==> config.mk <==
export PLATFORM = sky130hd
export DESIGN_NAME = vietnamese_legacy_charset_encoder_top
export DESIGN_NICKNAME = d
export VERILOG_FILES = /design/src/lvce_pkg.sv /design/src/lvce_front.sv /design/src/lvce_queue.sv /design/src/lvce_back.sv /design/src/vietnamese_legacy_charset_encoder_top.sv
export VERILOG_INCLUDE_DIRS = /design/src /design/src/src
export SDC_FILE = /design/constraint.sdc
export NUM_CORES = 1
export LEC_CHECK = 0
export ABC_AREA = 1
export BUFFER_PORTS_ARGS = -buffer_cell sky130_fd_sc_hd__buf_2
export CORE_ASPECT_RATIO = 0.75
export CORE_MARGIN = 5
export CORE_UTILIZATION = 40
export DETAILED_ROUTE_END_ITERATION = 10
export GPL_TIMING_DRIVEN = 0
export PLACE_DENSITY_LB_ADDON = 0.05
export SETUP_SLACK_MARGIN = 0.2
export SLEW_MARGIN = 40
export SYNTH_ARGS = -nofsm -noshare
export SYNTH_HDL_FRONTEND = slang
export SYNTH_HIERARCHICAL = 1
export SYNTH_SLANG_ARGS = --single-unit
==> constraint.sdc <==
create_clock -name clock -period 9.9 [get_ports clock]
set_input_delay 1.485 -clock clock [delete_from_list [all_inputs] [get_ports clock]]
set_output_delay 1.485 -clock clock [all_outputs]
set_load 0.01 [all_outputs]
==> src/vietnamese_legacy_charset_encoder_top_macros.svh <==
// Assertion macros for the encoder modules (included by the back end).
`ifndef VIETNAMESE_LEGACY_CHARSET_ENCODER_TOP_MACROS_SVH
`define VIETNAMESE_LEGACY_CHARSET_ENCODER_TOP_MACROS_SVH

// Condition that holds on every enabled edge.
`define LVCE_ASSERT_NOW(lbl, clk, rst, cond, msg) \
   lbl: assert property (@(posedge clk) disable iff (rst) (cond)) else $error(msg);

// Antecedent implies consequent on the same edge.
`define LVCE_ASSERT_IMP(lbl, clk, rst, ante, cons, msg) \
   lbl: assert property (@(posedge clk) disable iff (rst) (ante) |-> (cons)) else $error(msg);

// Antecedent implies consequent on the next edge.
`define LVCE_ASSERT_NXT(lbl, clk, rst, ante, cons, msg) \
   lbl: assert property (@(posedge clk) disable iff (rst) (ante) |=> (cons)) else $error(msg);

`endif

==> src/lvce_pkg.sv <==
// Types, constants and glyph table for the Vietnamese legacy charset encoder.
package lvce_pkg;

   localparam int QUEUE_DEPTH = 2;
   localparam int QUEUE_PTR_W = $clog2(QUEUE_DEPTH);
   localparam int RUN_BYTES   = 4;

   typedef struct packed {
      logic [7:0] in_byte;
      logic       end_of_text;
   } req_type;

   typedef struct packed {
      logic [7:0] out_byte;
      logic       last_of_run;
      logic       text_done;
   } rsp_type;

   // Output bytes caused by one input transaction.
   typedef struct packed {
      logic [RUN_BYTES-1:0][7:0] bytes;
      logic [2:0]                count;
      logic                      eot;
   } run_type;

   typedef struct packed {
      logic       hit;
      logic [7:0] tcvn;
      logic [7:0] vni1;
      logic [7:0] vni2;
   } glyph_type;

   function automatic run_type run_put_byte(run_type r, logic [7:0] b);
      run_type t;
      t = r;
      if (t.count < 3'(RUN_BYTES)) begin
         t.bytes[t.count[1:0]] = b;
         t.count = t.count + 3'd1;
      end
      return t;
   endfunction

   // Latin-1 glyph written out as UTF-8.
   function automatic run_type run_put_glyph(run_type r, logic [7:0] c);
      run_type t;
      t = r;
      if (!c[7]) begin
         t = run_put_byte(t, c);
      end else begin
         t = run_put_byte(t, {6'b110000, c[7:6]});
         t = run_put_byte(t, {2'b10, c[5:0]});
      end
      return t;
   endfunction

   function automatic glyph_type glyph_lookup(logic [15:0] cp);
      glyph_type g;
      g = '{1'b0, 8'h00, 8'h00, 8'h00};
      unique case (cp)
         16'h0103: g = '{1'b1, 8'hA8, 8'h61, 8'hEA};
         16'h00E2: g = '{1'b1, 8'hA9, 8'h61, 8'hE2};
         16'h0111: g = '{1'b1, 8'hAE, 8'hF1, 8'h00};
         16'h00EA: g = '{1'b1, 8'hAA, 8'h65, 8'hE2};
         16'h00F4: g = '{1'b1, 8'hAB, 8'h6F, 8'hE2};
         16'h01A1: g = '{1'b1, 8'hAC, 8'hF4, 8'h00};
         16'h01B0: g = '{1'b1, 8'hAD, 8'hF6, 8'h00};
         16'h00E1: g = '{1'b1, 8'hB8, 8'h61, 8'hF9};
         16'h00E0: g = '{1'b1, 8'hB5, 8'h61, 8'hF8};
         16'h1EA3: g = '{1'b1, 8'hB6, 8'h61, 8'hFB};
         16'h00E3: g = '{1'b1, 8'hB7, 8'h61, 8'hF5};
         16'h1EA1: g = '{1'b1, 8'hB9, 8'h61, 8'hEF};
         16'h1EAF: g = '{1'b1, 8'hBE, 8'h61, 8'hE9};
         16'h1EB1: g = '{1'b1, 8'hBB, 8'h61, 8'hE8};
         16'h1EB3: g = '{1'b1, 8'hBC, 8'h61, 8'hFA};
         16'h1EB5: g = '{1'b1, 8'hBD, 8'h61, 8'hFC};
         16'h1EB7: g = '{1'b1, 8'hC6, 8'h61, 8'hEB};
         16'h1EA5: g = '{1'b1, 8'hCA, 8'h61, 8'hE1};
         16'h1EA7: g = '{1'b1, 8'hC7, 8'h61, 8'hE0};
         16'h1EA9: g = '{1'b1, 8'hC8, 8'h61, 8'hE5};
         16'h1EAB: g = '{1'b1, 8'hC9, 8'h61, 8'hE3};
         16'h1EAD: g = '{1'b1, 8'hCB, 8'h61, 8'hE4};
         16'h00E9: g = '{1'b1, 8'hD0, 8'h65, 8'hF9};
         16'h00E8: g = '{1'b1, 8'hCC, 8'h65, 8'hF8};
         16'h1EBB: g = '{1'b1, 8'hCE, 8'h65, 8'hFB};
         16'h1EBD: g = '{1'b1, 8'hCF, 8'h65, 8'hF5};
         16'h1EB9: g = '{1'b1, 8'hD1, 8'h65, 8'hEF};
         16'h1EBF: g = '{1'b1, 8'hD5, 8'h65, 8'hE1};
         16'h1EC1: g = '{1'b1, 8'hD2, 8'h65, 8'hE0};
         16'h1EC3: g = '{1'b1, 8'hD3, 8'h65, 8'hE5};
         16'h1EC5: g = '{1'b1, 8'hD4, 8'h65, 8'hE3};
         16'h1EC7: g = '{1'b1, 8'hD6, 8'h65, 8'hE4};
         16'h00ED: g = '{1'b1, 8'hDD, 8'hED, 8'h00};
         16'h00EC: g = '{1'b1, 8'hD7, 8'hEC, 8'h00};
         16'h1EC9: g = '{1'b1, 8'hD8, 8'hE6, 8'h00};
         16'h0129: g = '{1'b1, 8'hDC, 8'hF3, 8'h00};
         16'h1ECB: g = '{1'b1, 8'hDE, 8'hF2, 8'h00};
         16'h00F3: g = '{1'b1, 8'hE3, 8'h6F, 8'hF9};
         16'h00F2: g = '{1'b1, 8'hDF, 8'h6F, 8'hF8};
         16'h1ECF: g = '{1'b1, 8'hE1, 8'h6F, 8'hFB};
         16'h00F5: g = '{1'b1, 8'hE2, 8'h6F, 8'hF5};
         16'h1ECD: g = '{1'b1, 8'hE4, 8'h6F, 8'hEF};
         16'h1ED1: g = '{1'b1, 8'hE8, 8'h6F, 8'hE1};
         16'h1ED3: g = '{1'b1, 8'hE5, 8'h6F, 8'hE0};
         16'h1ED5: g = '{1'b1, 8'hE6, 8'h6F, 8'hE5};
         16'h1ED7: g = '{1'b1, 8'hE7, 8'h6F, 8'hE3};
         16'h1ED9: g = '{1'b1, 8'hE9, 8'h6F, 8'hE4};
         16'h1EDB: g = '{1'b1, 8'hED, 8'hF4, 8'hF9};
         16'h1EDD: g = '{1'b1, 8'hEA, 8'hF4, 8'hF8};
         16'h1EDF: g = '{1'b1, 8'hEB, 8'hF4, 8'hFB};
         16'h1EE1: g = '{1'b1, 8'hEC, 8'hF4, 8'hF5};
         16'h1EE3: g = '{1'b1, 8'hEE, 8'hF4, 8'hEF};
         16'h00FA: g = '{1'b1, 8'hF3, 8'h75, 8'hF9};
         16'h00F9: g = '{1'b1, 8'hEF, 8'h75, 8'hF8};
         16'h1EE7: g = '{1'b1, 8'hF1, 8'h75, 8'hFB};
         16'h0169: g = '{1'b1, 8'hF2, 8'h75, 8'hF5};
         16'h1EE5: g = '{1'b1, 8'hF4, 8'h75, 8'hEF};
         16'h1EE9: g = '{1'b1, 8'hF8, 8'hF6, 8'hF9};
         16'h1EEB: g = '{1'b1, 8'hF5, 8'hF6, 8'hF8};
         16'h1EED: g = '{1'b1, 8'hF6, 8'hF6, 8'hFB};
         16'h1EEF: g = '{1'b1, 8'hF7, 8'hF6, 8'hF5};
         16'h1EF1: g = '{1'b1, 8'hF9, 8'hF6, 8'hEF};
         16'h00FD: g = '{1'b1, 8'hFD, 8'h79, 8'hF9};
         16'h1EF3: g = '{1'b1, 8'hFA, 8'h79, 8'hF8};
         16'h1EF7: g = '{1'b1, 8'hFB, 8'h79, 8'hFB};
         16'h1EF9: g = '{1'b1, 8'hFC, 8'h79, 8'hF5};
         16'h1EF5: g = '{1'b1, 8'hFE, 8'hEE, 8'h00};
         default:  g = '{1'b0, 8'h00, 8'h00, 8'h00};
      endcase
      return g;
   endfunction

endpackage

==> src/lvce_front.sv <==
// Front end: UTF-8 sequence assembly, glyph lookup and run building.
module lvce_front (
   input  logic              clock,
   input  logic              reset,
   input  logic              csr_we,
   input  logic              csr_wdata,
   input  logic              push,
   input  lvce_pkg::req_type req_data,
   input  logic              q_full,
   output logic              q_push,
   output lvce_pkg::run_type q_data
);
   import lvce_pkg::*;

   logic       target_ff;
   logic [1:0] pcount_ff, pcount_in;
   logic [1:0] elen_ff, elen_in;
   logic [7:0] pend0_ff, pend0_in;
   logic [7:0] pend1_ff, pend1_in;
   logic       accept;
   run_type    run;

   assign accept = push && !q_full;
   assign q_push = accept && (run.count != 3'd0);
   assign q_data = run;

   always_comb begin
      logic [7:0]  b;
      logic        handled;
      logic [15:0] cp;
      logic        wide_ok;
      glyph_type   g;
      b         = req_data.in_byte;
      handled   = 1'b0;
      cp        = '0;
      wide_ok   = 1'b0;
      g         = '{1'b0, 8'h00, 8'h00, 8'h00};
      run       = '{bytes: '0, count: 3'd0, eot: req_data.end_of_text};
      pcount_in = pcount_ff;
      elen_in   = elen_ff;
      pend0_in  = pend0_ff;
      pend1_in  = pend1_ff;

      if (pcount_ff != 2'd0) begin
         if (b[7:6] == 2'b10) begin
            handled = 1'b1;
            if (({1'b0, pcount_ff} + 3'd1) >= {1'b0, elen_ff}) begin
               if (elen_ff == 2'd2) begin
                  cp      = {5'b0, pend0_ff[4:0], b[5:0]};
                  wide_ok = (pend0_ff[4:1] != 4'd0);
               end else begin
                  cp      = {pend0_ff[3:0], pend1_ff[5:0], b[5:0]};
                  wide_ok = (cp[15:11] != 5'd0);
               end
               g         = glyph_lookup(cp);
               pcount_in = 2'd0;
               elen_in   = 2'd0;
               if (wide_ok && g.hit) begin
                  if (!target_ff) begin
                     run = run_put_glyph(run, g.tcvn);
                  end else begin
                     run = run_put_glyph(run, g.vni1);
                     if (g.vni2 != 8'h00) run = run_put_glyph(run, g.vni2);
                  end
               end else begin
                  run = run_put_byte(run, pend0_ff);
                  if (pcount_ff == 2'd2) run = run_put_byte(run, pend1_ff);
                  run = run_put_byte(run, b);
               end
            end else begin
               pend1_in  = b;
               pcount_in = 2'd2;
            end
         end else begin
            run = run_put_byte(run, pend0_ff);
            if (pcount_ff == 2'd2) run = run_put_byte(run, pend1_ff);
            pcount_in = 2'd0;
            elen_in   = 2'd0;
         end
      end

      if (!handled) begin
         if (b >= 8'hC0 && b <= 8'hEF) begin
            pend0_in  = b;
            pcount_in = 2'd1;
            elen_in   = b[5] ? 2'd3 : 2'd2;
         end else begin
            run = run_put_byte(run, b);
         end
      end

      if (req_data.end_of_text) begin
         if (pcount_in != 2'd0) run = run_put_byte(run, pend0_in);
         if (pcount_in == 2'd2) run = run_put_byte(run, pend1_in);
         pcount_in = 2'd0;
         elen_in   = 2'd0;
      end
   end

   always_ff @(posedge clock) begin
      if (reset) begin
         target_ff <= 1'b0;
         pcount_ff <= 2'd0;
         elen_ff   <= 2'd0;
      end else begin
         if (csr_we) target_ff <= csr_wdata;
         if (accept) begin
            pcount_ff <= pcount_in;
            elen_ff   <= elen_in;
         end
      end
   end

   always_ff @(posedge clock) begin
      if (accept) begin
         pend0_ff <= pend0_in;
         pend1_ff <= pend1_in;
      end
   end

endmodule

==> src/lvce_queue.sv <==
// Short run queue between the front end and the byte serialiser.
module lvce_queue (
   input  logic              clock,
   input  logic              reset,
   input  logic              wr_en,
   input  lvce_pkg::run_type wr_data,
   input  logic              rd_en,
   output lvce_pkg::run_type rd_data,
   output logic              full,
   output logic              empty
);
   import lvce_pkg::*;

   localparam int CNT_W = $clog2(QUEUE_DEPTH + 1);

   run_type                entry_ff [QUEUE_DEPTH];
   logic [QUEUE_PTR_W-1:0] wptr_ff, rptr_ff;
   logic [CNT_W-1:0]       count_ff;
   logic                   do_wr, do_rd;

   assign full    = (count_ff == CNT_W'(QUEUE_DEPTH));
   assign empty   = (count_ff == '0);
   assign do_wr   = wr_en && !full;
   assign do_rd   = rd_en && !empty;
   assign rd_data = entry_ff[rptr_ff];

   function automatic logic [QUEUE_PTR_W-1:0] ptr_next(logic [QUEUE_PTR_W-1:0] p);
      logic [QUEUE_PTR_W-1:0] n;
      n = (p == QUEUE_PTR_W'(QUEUE_DEPTH - 1)) ? '0 : p + 1'b1;
      return n;
   endfunction

   always_ff @(posedge clock) begin
      if (reset) begin
         wptr_ff  <= '0;
         rptr_ff  <= '0;
         count_ff <= '0;
      end else begin
         if (do_wr) wptr_ff <= ptr_next(wptr_ff);
         if (do_rd) rptr_ff <= ptr_next(rptr_ff);
         if (do_wr && !do_rd) count_ff <= count_ff + 1'b1;
         else if (do_rd && !do_wr) count_ff <= count_ff - 1'b1;
      end
   end

   always_ff @(posedge clock) begin
      if (do_wr) entry_ff[wptr_ff] <= wr_data;
   end

endmodule

==> src/lvce_back.sv <==
// Back end: serialises each run into output bytes with run and text flags.
`include "vietnamese_legacy_charset_encoder_top_macros.svh"

module lvce_back (
   input  logic              clock,
   input  logic              reset,
   input  logic              q_empty,
   input  lvce_pkg::run_type q_data,
   output logic              q_pop,
   input  logic              pop,
   output logic              empty,
   output lvce_pkg::rsp_type rsp_data
);
   import lvce_pkg::*;

   run_type    run_ff, run_in;
   logic       valid_ff, valid_in;
   logic [1:0] idx_ff, idx_in;
   logic       last;
   logic       advance;

   assign last    = ({1'b0, idx_ff} == (run_ff.count - 3'd1));
   assign advance = !valid_ff || (pop && last);
   assign q_pop   = advance && !q_empty;
   assign empty   = !valid_ff;

   assign rsp_data.out_byte    = run_ff.bytes[idx_ff];
   assign rsp_data.last_of_run = last;
   assign rsp_data.text_done   = last && run_ff.eot;

   always_comb begin
      run_in   = run_ff;
      valid_in = valid_ff;
      idx_in   = idx_ff;
      priority if (q_pop) begin
         run_in   = q_data;
         valid_in = 1'b1;
         idx_in   = 2'd0;
      end else if (advance) begin
         valid_in = 1'b0;
      end else if (pop) begin
         idx_in = idx_ff + 2'd1;
      end
   end

   always_ff @(posedge clock) begin
      if (reset) begin
         valid_ff <= 1'b0;
         idx_ff   <= 2'd0;
      end else begin
         valid_ff <= valid_in;
         idx_ff   <= idx_in;
      end
   end

   always_ff @(posedge clock) begin
      run_ff <= run_in;
   end

   `LVCE_ASSERT_IMP(a_idx_in_run, clock, reset, valid_ff, ({1'b0, idx_ff} < run_ff.count), "byte index beyond run")
   `LVCE_ASSERT_IMP(a_done_is_last, clock, reset, (valid_ff && rsp_data.text_done), rsp_data.last_of_run, "text_done off last byte")
   `LVCE_ASSERT_NXT(a_mid_run_holds, clock, reset, (valid_ff && pop && !last), (valid_ff && idx_ff != 2'd0), "run dropped")
   `LVCE_ASSERT_IMP(a_pop_nonempty, clock, reset, q_pop, !q_empty, "queue popped while empty")

endmodule

==> src/vietnamese_legacy_charset_encoder_top.sv <==
// Top level of the UTF-8 to TCVN3 / VNI Vietnamese transcoder.
// One input byte is taken per cycle while the run queue has room; an input that
// only extends a pending UTF-8 sequence produces nothing. Each completed input
// produces a run of 1 to 4 output bytes that the serialiser hands out one per
// cycle while pop is held, so the output bytes set the sustained rate: an input
// weighs as many output bytes as it produces (one for plain ASCII, up to four for
// a VNI two-glyph letter). A two-run queue decouples input acceptance from output
// back-pressure. csr_wdata selects TCVN3 (0) or VNI (1); write it while idle.
module vietnamese_legacy_charset_encoder_top (
   input  logic              clock,
   input  logic              reset,
   input  logic              csr_we,
   input  logic              csr_wdata,
   input  logic              push,
   output logic              full,
   input  lvce_pkg::req_type req_data,
   output logic              empty,
   input  logic              pop,
   output lvce_pkg::rsp_type rsp_data
);
   import lvce_pkg::*;

   logic    q_push, q_pop, q_full, q_empty;
   run_type q_wdata, q_rdata;

   assign full = q_full;

   lvce_front u_front (
      .clock     (clock),
      .reset     (reset),
      .csr_we    (csr_we),
      .csr_wdata (csr_wdata),
      .push      (push),
      .req_data  (req_data),
      .q_full    (q_full),
      .q_push    (q_push),
      .q_data    (q_wdata)
   );

   lvce_queue u_queue (
      .clock   (clock),
      .reset   (reset),
      .wr_en   (q_push),
      .wr_data (q_wdata),
      .rd_en   (q_pop),
      .rd_data (q_rdata),
      .full    (q_full),
      .empty   (q_empty)
   );

   lvce_back u_back (
      .clock    (clock),
      .reset    (reset),
      .q_empty  (q_empty),
      .q_data   (q_rdata),
      .q_pop    (q_pop),
      .pop      (pop),
      .empty    (empty),
      .rsp_data (rsp_data)
   );

endmodule
==> impl_results.md <==
* Status: complete, no violations
* H-tree depth at 4
* Main combinational cell family by area after synthesis: simple AND/OR/NAND/NOR gates
* Die area at 30200 um^2
* Most common cell after layout, fill and taps aside: nand2_1
* Max incr delay on CP at 600 ps
* Post-synthesis cell count at 1357
* Initial Util at 41.0%
* Worst Setup Path Type: in2reg
* Setup ws final at 1670 ps
* Leak at 0.00525 uW
* Maximum clock rate at 121 MHz
* TritonCTS clock tree: built
* Max stage delay cell, worst path: clkbuf_1
* GRT Overall Usage at 29.0%
* Critical path peak fanout at 14
* Antenna Cells at 0
* Register area share after synthesis at 37.1%
* Layout area overhead at 11.3%
* Endpoints failing hold at 0
* Vias at 10.7k
* CP startpoint kind: primary input
* Max_slew headroom at 39.0%
* Fin Clk Skew at 11.1 ps
* Clock tree buffer depth at 2
* Yosys reg bits at 137
* Die Ht at 152 um
* Final WL at 44500 um
* Unrepaired setup endpoints after global routing: no
* CTS resizes at 0
* # nets final at 1438
* Clock Pin Slew Worst Setup and Hold Paths at 60 ps
* Total CTS buffers at 17
* Minimum clock period at 8230 ps
* Final period util at 83.2%
* Mapped Avg Cell Area at 7.90 um^2
* Non-filler cells, final at 1758
* Gpl congestion at 1.06
* Most used DFF post-synth: edfxtp_1
* Via density per instance at 6.08
* Final setup viols at 0
* Multi-input gate area in the final layout at 5720 um^2
* Hold Crit Class: reg2reg
* Slew Limit Fails at 0
* Vias in the first global route at 9839
* Layout fillers at 2664
* Mapped Nets at 1394
* # DRC at 0
* Buffers on Ports at 21
* Synth warn at 6
* Power Dens Cells at 183 nW/um^2
* HPWL Detailed at 35600 um
* Post-synthesis xor/xnor area fraction at 0.233%
* Root buffer cell: clkbuf_16
* Largest net degree at the start of global routing at 38
* Pre-CTS setup slack at 1550 ps
* Final hold slack at 535 ps
* Crit path capture type: register
* Clock sink count at 137
* EDFF count, synth at 124
* Share of cells above drive strength 1 at 17.5%
* Cts hold-fix bufs at 0
* Mux cell area share after synthesis at 4.83%
* Most Frequent Cell on Critical Path: nand2_1
* Core area at 26200 um^2
* Synth Area in Adders at 2.64%
* First DRT Iteration DRCs at 1624
* Critical path arrival at 8350 ps
* Worst VDD drop at 0.133 mV
* Slew @ Worst Pin at 911 ps
* Unique cell type count in the Yosys netlist at 64
* Placed cell count at 1726
* Row cnt at 51
* Global-route wire length before repair at 65300 um
* Avg WL per Cell at 25.3 um
* Post-Syn Area at 10700 um^2
* # Max-Cap Violations at 0
* Setup bufs post-CTS at 0
* Clock Latency Late Sink at 420 ps
* WP data required at 10020 ps
* Compound-cell area share of the yosys netlist at 16.3%
* First-pass DRT Iterations at 8
* Synth Area in Simple Gates at 29.0%
* Commonest cells after routing, fill and taps aside: 222 x nand2_1, 146 x inv_1, 145 x nor2_1
* GR Overflow Total at 0
* Fin util at 45.6%
* Initial antenna violation count at 1
* FF/Latch Area at 3980 um^2
* Top Ports at 27
* Remaining antenna violation count at 0
* Fraction of registers with async set/reset at 0%
* Die X at 199 um
## area by class of cell
type                       instances  area share, %
buffer                            57           3.45
clock buffer                      20           3.74
clock inverter                    12          0.985
inverter                         172           5.46
multi-input combinational        991           47.9
sequential                       137           33.4
tap                              344           3.61
timing repair buffer              25           1.49
## synth_stat cells (4+ instances only)
master	instances	area (um^2)
a21oi_1	61	305
a22oi_1	6	45.0
a31oi_1	6	37.5
buf_2	19	95.1
buf_6	15	169
clkbuf_1	16	60.1
dfxtp_1	13	260
edfxtp_1	124	3720
ha_1	21	263
inv_1	147	552
inv_2	20	75.1
mux2_2	6	67.6
mux2_4	30	450
nand2_1	222	833
nand2_2	23	144
nand2_4	10	113
nand3_1	119	596
nand3_2	16	160
nand4_1	33	206
nor2_1	148	556
nor2_2	13	81.3
nor2_4	6	67.6
nor3_1	25	125
nor4_1	16	100
o2111ai_1	4	35.0
o211ai_1	34	255
o211ai_2	4	50.1
o21ai_0	90	450
o21ai_1	24	120
o22ai_1	31	194
## critical path: cells and delay by family
kind	cells	cell delay, ps
buffers and inverters	13	2240
AND/OR/NAND/NOR	20	2970
adder cells (fa/ha/maj)	3	820
AO/OA/AOI/OAI	5	800
## registers in the layout, summed over array words and instances, names as in the netlist, named ones only
register           count
u_queue/rptr_ff        1
u_front/pcount_ff      2
u_front/elen_ff        2
u_queue/wptr_ff        1
u_front/pend0_ff       8
u_front/target_ff      1
u_back/idx_ff          2
u_front/pend1_ff       8
u_queue/count_ff       2
u_queue/entry_ff      72
u_back/valid_ff        1
u_back/run_ff         36
## worst paths after layout
check                                  to                start  slack, ps  depth (start not counted)
setup reg to reg  u_queue/entry_ff[1][35]  u_front/pend0_ff[0]       2540                         43
hold / removal            u_queue/wptr_ff      u_queue/wptr_ff        530                          2
setup / recovery  u_queue/entry_ff[1][35]          req_data[2]       1670                         41
hold reg to reg           u_queue/wptr_ff      u_queue/wptr_ff        530                          2
## layer usage
metal / track usage (%) / share of wire [%] / vias up
li1: - / - / 4830
met1: 46.1 / 47 / 5147
met2: 36.1 / 37 / 666
met3: 12.7 / 15 / 50
met4: 4.13 / 0.94 / 2
met5: 0 / 0.018 / -
## logic make-up (layout without fill, tap and decap cells)
logic type / Yosys count / in the layout
AOI/OAI and AO/OA: 287 / 287
xor gates and xnor gates: 2 / 2
adders and majority gates: 22 / 22
buffers and inverters: 229 / 286
DFF: 137 / 137
muxes: 36 / 36
and+or+nand+nor: 644 / 644
## report_power, final
| group | switching, uW | total, uW | internal, uW |
|---|---|---|---|
| clock network | 257 | 612 | 356 |
| registers | 60.6 | 888 | 827 |
| logic | 436 | 679 | 244 |
## metrics by stage
stage / power (uW) / area (um^2) / setup TNS, ps
floorplan: 1340 / 10700 / 0
global placement: 1550 / 11300 / -29050
detailed placement: 1580 / 11400 / 0
CTS: 2190 / 11900 / 0
global route: 2290 / 11900 / 0
finish: 2180 / 11900 / 0
No activity file was read; power rests on OpenSTA's default activity.
